===== src/sv/lmu_pkg.sv =====
// shared constants, tables and helpers for the lattice metropolis update block
`timescale 1ns / 1ps
package lmu_pkg;

    // default geometry
    localparam int SIDE_DEF       = 256;
    localparam int ANGLE_BITS_DEF = 16;

    // operation codes on the mode field
    localparam logic [1:0] MODE_LOAD    = 2'd0;
    localparam logic [1:0] MODE_ATTEMPT = 2'd1;
    localparam logic [1:0] MODE_READ    = 2'd2;

    // configuration reset value, 2.0 in Q8.8
    localparam logic [15:0] INV_TEMP_RST = 16'd512;

    // cosine table geometry
    localparam int TBITS = 10;

    // fixed-point constants
    localparam longint unsigned PI_Q30 = 64'd3373259426;
    localparam longint unsigned ONE30  = 64'd1 << 30;
    localparam logic [31:0] LOG2E_Q16  = 32'd94548;
    localparam logic [31:0] LN2_Q30    = 32'd744261118;

    // shared multiplier operand widths
    localparam int MUL_AW = 33;
    localparam int MUL_BW = 32;
    localparam int MUL_PW = MUL_AW + MUL_BW;

    // floor(2^31 / k) for the series divisors 1..7
    typedef logic [31:0] recip_tab_t [8];
    localparam recip_tab_t RECIP_TAB = '{
        32'd0, 32'd2147483648, 32'd1073741824, 32'd715827882,
        32'd536870912, 32'd429496729, 32'd357913941, 32'd306783378
    };

    // quarter wave of cos in Q12, 257 points
    typedef logic [12:0] qcos_t [257];

    function automatic qcos_t build_qcos();
        qcos_t tab;
        longint unsigned x;
        longint unsigned y;
        longint unsigned t;
        longint unsigned p;
        for (int m = 0; m <= 256; m++) begin
            x = (longint'(m) * PI_Q30) >> 9;
            y = (x * x) >> 30;
            t = ONE30;
            for (int k = 0; k < 4; k++) begin
                p = (y * t) >> 30;
                case (k)
                    0: p = p / 56;
                    1: p = p / 30;
                    2: p = p / 12;
                    default: p = p / 2;
                endcase
                t = (p >= ONE30) ? 64'd0 : ONE30 - p;
            end
            tab[m] = 13'((t + (64'd1 << 17)) >> 18);
        end
        return tab;
    endfunction

    localparam qcos_t QCOS = build_qcos();

    // coordinate modulo side by shifted compare-subtract, value below 256
    function automatic logic [7:0] wrap_coord(input logic [7:0] v, input int side);
        int acc;
        acc = int'(v);
        for (int k = 7; k >= 0; k--) begin
            if (acc >= (side << k))
                acc = acc - (side << k);
        end
        return acc[7:0];
    endfunction

endpackage


===== src/sv/lmu_mul.sv =====
// shared unsigned multiplier with registered product
`timescale 1ns / 1ps
module lmu_mul
    import lmu_pkg::*;
(
    input  logic              clk,
    input  logic [MUL_AW-1:0] a,
    input  logic [MUL_BW-1:0] b,
    output logic [MUL_PW-1:0] prod
);

    // one product per cycle
    always_ff @(posedge clk)
    begin
        prod <= MUL_PW'(a) * MUL_PW'(b);
    end

endmodule


===== config.mk =====
export PLATFORM = sky130hd
export DESIGN_NAME = lmu_mul
export DESIGN_NICKNAME = d
export VERILOG_FILES = /design/src/sv/lmu_pkg.sv /design/src/sv/lmu_mul.sv
export SDC_FILE = /design/constraint.sdc
export NUM_CORES = 2
export LEC_CHECK = 0
export BUFFER_PORTS_ARGS = -buffer_cell sky130_fd_sc_hd__buf_2
export CORE_MARGIN = 2
export CORE_UTILIZATION = 30
export CTS_CLUSTER_DIAMETER = 100
export DETAILED_ROUTE_END_ITERATION = 16
export GPL_TIMING_DRIVEN = 0
export SETUP_SLACK_MARGIN = 0.1
export SLEW_MARGIN = 25
export SYNTH_ARGS = -nofsm -noshare
export SYNTH_HDL_FRONTEND = slang
export SYNTH_SLANG_ARGS = --single-unit

===== constraint.sdc =====
create_clock -name clk -period 23 [get_ports clk]
set_input_delay 3.45 -clock clk [delete_from_list [all_inputs] [get_ports clk]]
set_output_delay 3.45 -clock clk [all_outputs]
set_load 0.005 [all_outputs]

# [Word-level counts from Yosys, hierarchy flattened]
# Cells that the tools add are included.
[word_totals] register_bits=65 latchBits=0 ram_bits=0 romBits=0 inputBits=66 out_inout_bits=65 word_cells=2 mem_count=0
[classes] addsub=0 mul=1 div=0 n_lt_le_gt_ge=0 eq_ne=0 shifts=0 muxes=0 bitwise_logic=0 n_reduce_logical=0
[ops] operator="$mul A33 B32 Y65" count=1

# [Longest topological paths before layout]
[depth] depth_word=1 depth_mapped=27 mapped_depth_nobuf=25

# [Worst setup path after synthesis]
# No wires, ideal clock.
[synth_path] path_type="input-to-reg" from="input a[28]" to="register prod[61]" setup_ns=0.138 t_arrival_ns=9.958 t_required_ns=22.862 path_slack_ns=12.904 stages=26 n_path_buf=2 cell_sequence="clkbuf_1 nand2_1 fa_1 inv_1 fa_1 fa_1 inv_1 fa_1 inv_1 fa_1 fa_1 fa_1 inv_1 fa_1 inv_1 ha_1 clkbuf_1 and4_1 nand2b_1 a2bb2oi_1 o21ai_0 a211oi_2 o31ai_4 a41o_1 nor4b_1 a311oi_1"
[synth_between] elab_chain_cells=1
[synth_lines] item="from (decl)" line_no="lmu_mul.sv:7" source="input logic [MUL_AW-1:0] a,"
[synth_lines] item="$mul A33 B32 Y65" line_no="lmu_mul.sv:15" source="prod <= MUL_PW'(a) * MUL_PW'(b);"
[synth_lines] item="to (signal assigned)" line_no="lmu_mul.sv:15"
[synth_lines] item="to (decl)" line_no="lmu_mul.sv:9" source="output logic [MUL_PW-1:0] prod"
# Every way passes these cells.

# [Final worst setup path]
[layout_path] from="input b[18]" to="register prod[61]"
[layout_between] elab_chain_cells=1
[layout_lines] item="from (decl)" line_no="lmu_mul.sv:8" source="input logic [MUL_BW-1:0] b,"
[layout_lines] item="$mul A33 B32 Y65" line_no="lmu_mul.sv:15"
# Every way passes these cells.

==> summary.md <==
| Metric | Value |
|---|---|
| Outcome | complete, no violations |
| Yosys warns | 0 |
| Synth async-reset ratio | 0% |
| Post-layout minimum cycle time | around 12 ns |
| Worst path arrival time | approximately 12 ns |
| Share of cells above drive strength 1 | under 10% |
| #FFs+latches synth | 65 |
| Sum Neg Setup Slack | 0 ns |
| Clock buffer depth | 2 |
| Worst-Margin Slew | 1.18 ns |
| CP bufs+invs | 5 |
| Post-Route WL | 134,000 um |
| Yosys cell types | 67 |
| CP max FO | 10 |
| Most flops, register | prod |
| Startpoint Class | primary input |
| Vias in the first global route | 29,800 |
| Syn Inst Count | 3,929 |
| Final period util | approximately 50% |
| Critical path endpoint category | flip-flop |
| Final hold violations | 0 |
| Tot GR Track Use | 22.4% |
| Flip-flop count of the largest register after layout | 65 |
| Synthesized Nets | a little over 5,000 |
| Root Buffer | clkbuf_16 |
| CTS Buf Count | 9 |
| Placed Area | around 38,000 um^2 |
| Worst hold-check path type | in -> reg |
| # H-tree levels | 3 |
| Nets | 5,326 |
| Post-CTS Hold Fix Bufs | 0 |
| Area Overhead vs Synth | 8.27% |
| Core area | roughly 120,000 um^2 |
| Post-synthesis sequential area ratio | roughly 3.7% |
| Initial DRT Pass Iterations | 5 |
| Netlist area before placement | around 36,000 um^2 |
| Number of primary I/O pins | 131 |
| CTS Sinks | 65 |
| EDFF count, synth | 0 |
| Post-synth top area share | a little over half |
| Most frequent cells in the layout | inv_1 (930), fa_1 (926), nand2_1 (632) |
| Highest clock rate | 0.0846 GHz |
| Post-route ant nets | 0 |
| DRC | 0 |
| Post-DP HPWL | roughly 110,000 um |
| First-pass GRT wire length | 196,000 um |
| Max_slew headroom | 21.2% |
| TritonCTS clock tree | built |
| Area contributors post-synth | fa_1 (52%), inv_1 (9.8%), ha_1 (9.3%), and2_1 (8.6%), nand2_1 (6.7%) |
| Synth Flop Type | dfxtp_1 |
| Starting Density | a little under a third |
| Reg clk slew, reported paths | ~0.060 ns |
| Fin. max-slew vios | 0 |
| WL/cell | around 24 um |
| Most common cell after layout, fill and taps aside | inv_1 |
| Largest area contributor in the netlist | fa_1 |
| Total of max-cap violations | 0 |
| CP Class | in -> reg |
| Initial antenna violation count | 30 |
| Cell row count | about 130 |
| Die Footprint | 121,000 um^2 |
| Initial DRC count | about 2,400 |
| Via density | 4.99 |
| Critical Path Most Common Cell | fa_1 |
| CP max stage cell | clkbuf_1 |
| Setup violators final | 0 |
| Resize count post-CTS | 0 |
| Postcts setup bufs | 0 |
| Critical-path cell list | buf_2, clkbuf_1, and2_1, fa_1, inv_1, fa_1, inv_1, fa_1, fa_1, fa_1, fa_1, fa_1, fa_1, ha_1, clkbuf_1, a21o_1, a21o_1, a21oi_1, nand2_1, a31oi_1, o31ai_4, a41o_1, nor4b_1, a311oi_1 |
| GPL Wtd Cong | a little under 1 |
| Top Registers | prod x65 |
| Design area | roughly 38,000 um^2 |
| Slowest stage delay, CP | between 0.8 and 0.9 ns |
| Via count | roughly 28,000 |
| Global route total overflow | 0 |
| Largest net degree at the start of global routing | 12 |
| RSZ-0062 raised after global routing | false |
| Die width | between 300 and 400 um |
| I/O Buffers | 130 |
| Delay-heaviest family, CP | adder cells |
| Synth Area per Inst | just over 9 um^2 |
| Req. time, crit path | 23.22 ns |
| Die Ht | 348 um |
metrics by stage:
| step | worst slack, ns | hold slack [ns] | std cells | utilization, % |
|---|---|---|---|---|
| 6_report | 11.19 | 3.47 | 5619 | 32.7 |
| 5_1_grt | 10.98 | 3.47 | 5612 | 32.7 |
| 4_1_cts | 11.26 | 3.45 | 5611 | 32.7 |
| 3_5_place_dp | 10.92 | 3.83 | 5595 | 32.4 |
| 3_3_place_gp | 10.92 | 3.83 | 5595 | 32.4 |
| 2_1_floorplan | 12.90 | 3.58 | 3929 | - |
synthesized netlist by cell type (23+ instances only):
cell	n
and2_1	488
a21oi_1	79
ha_1	264
inv_1	930
xnor2_1	33
dfxtp_1	65
nor2_1	37
a21o_1	26
fa_1	926
clkbuf_1	213
o21ai_0	33
xor2_1	23
nand2_1	632
cell families after synthesis:
| logic type | Yosys count | synth area share [%] |
|---|---|---|
| buffers and inverters | 1147 | 12.1 |
| adder cells (fa/ha/maj) | 1190 | 61.4 |
| multiplexers | 1 | 0.0317 |
| flip-flops | 65 | 3.66 |
| AO/OA/AOI/OAI | 224 | 4.17 |
| XOR/XNOR | 56 | 1.38 |
| AND/OR/NAND/NOR | 1246 | 17.2 |
metal layers:
layer	global-route usage (%)	wire length [um]	up-vias
met4	12.1	8860	8
met5	0	53	-
met2	35.3	60300	1455
met3	5.03	13300	352
li1	-	-	11600
met1	28.6	51700	14600
final timing paths:
kind | start | to | slack, ns | depth (start not counted)
max | b[18] | prod[61] | 11.19 | 24
min | b[0] | prod[0] | 3.47 | 2
cell type report:
class	count	area, um^2
Buffer	217	823
Clock buffer	11	243
Sequential cell	65	1300
Tap cell	1536	1920
Inverter	930	3490
Clock inverter	5	103
Timing Repair Buffer	130	651
Antenna cell	8	20.0
Multi-Input combinational cell	2717	29900
Fill cell	12300	79300
Power is not shown: default switching activity piles up to over one toggle a cycle in this logic, so the estimate is an artifact.
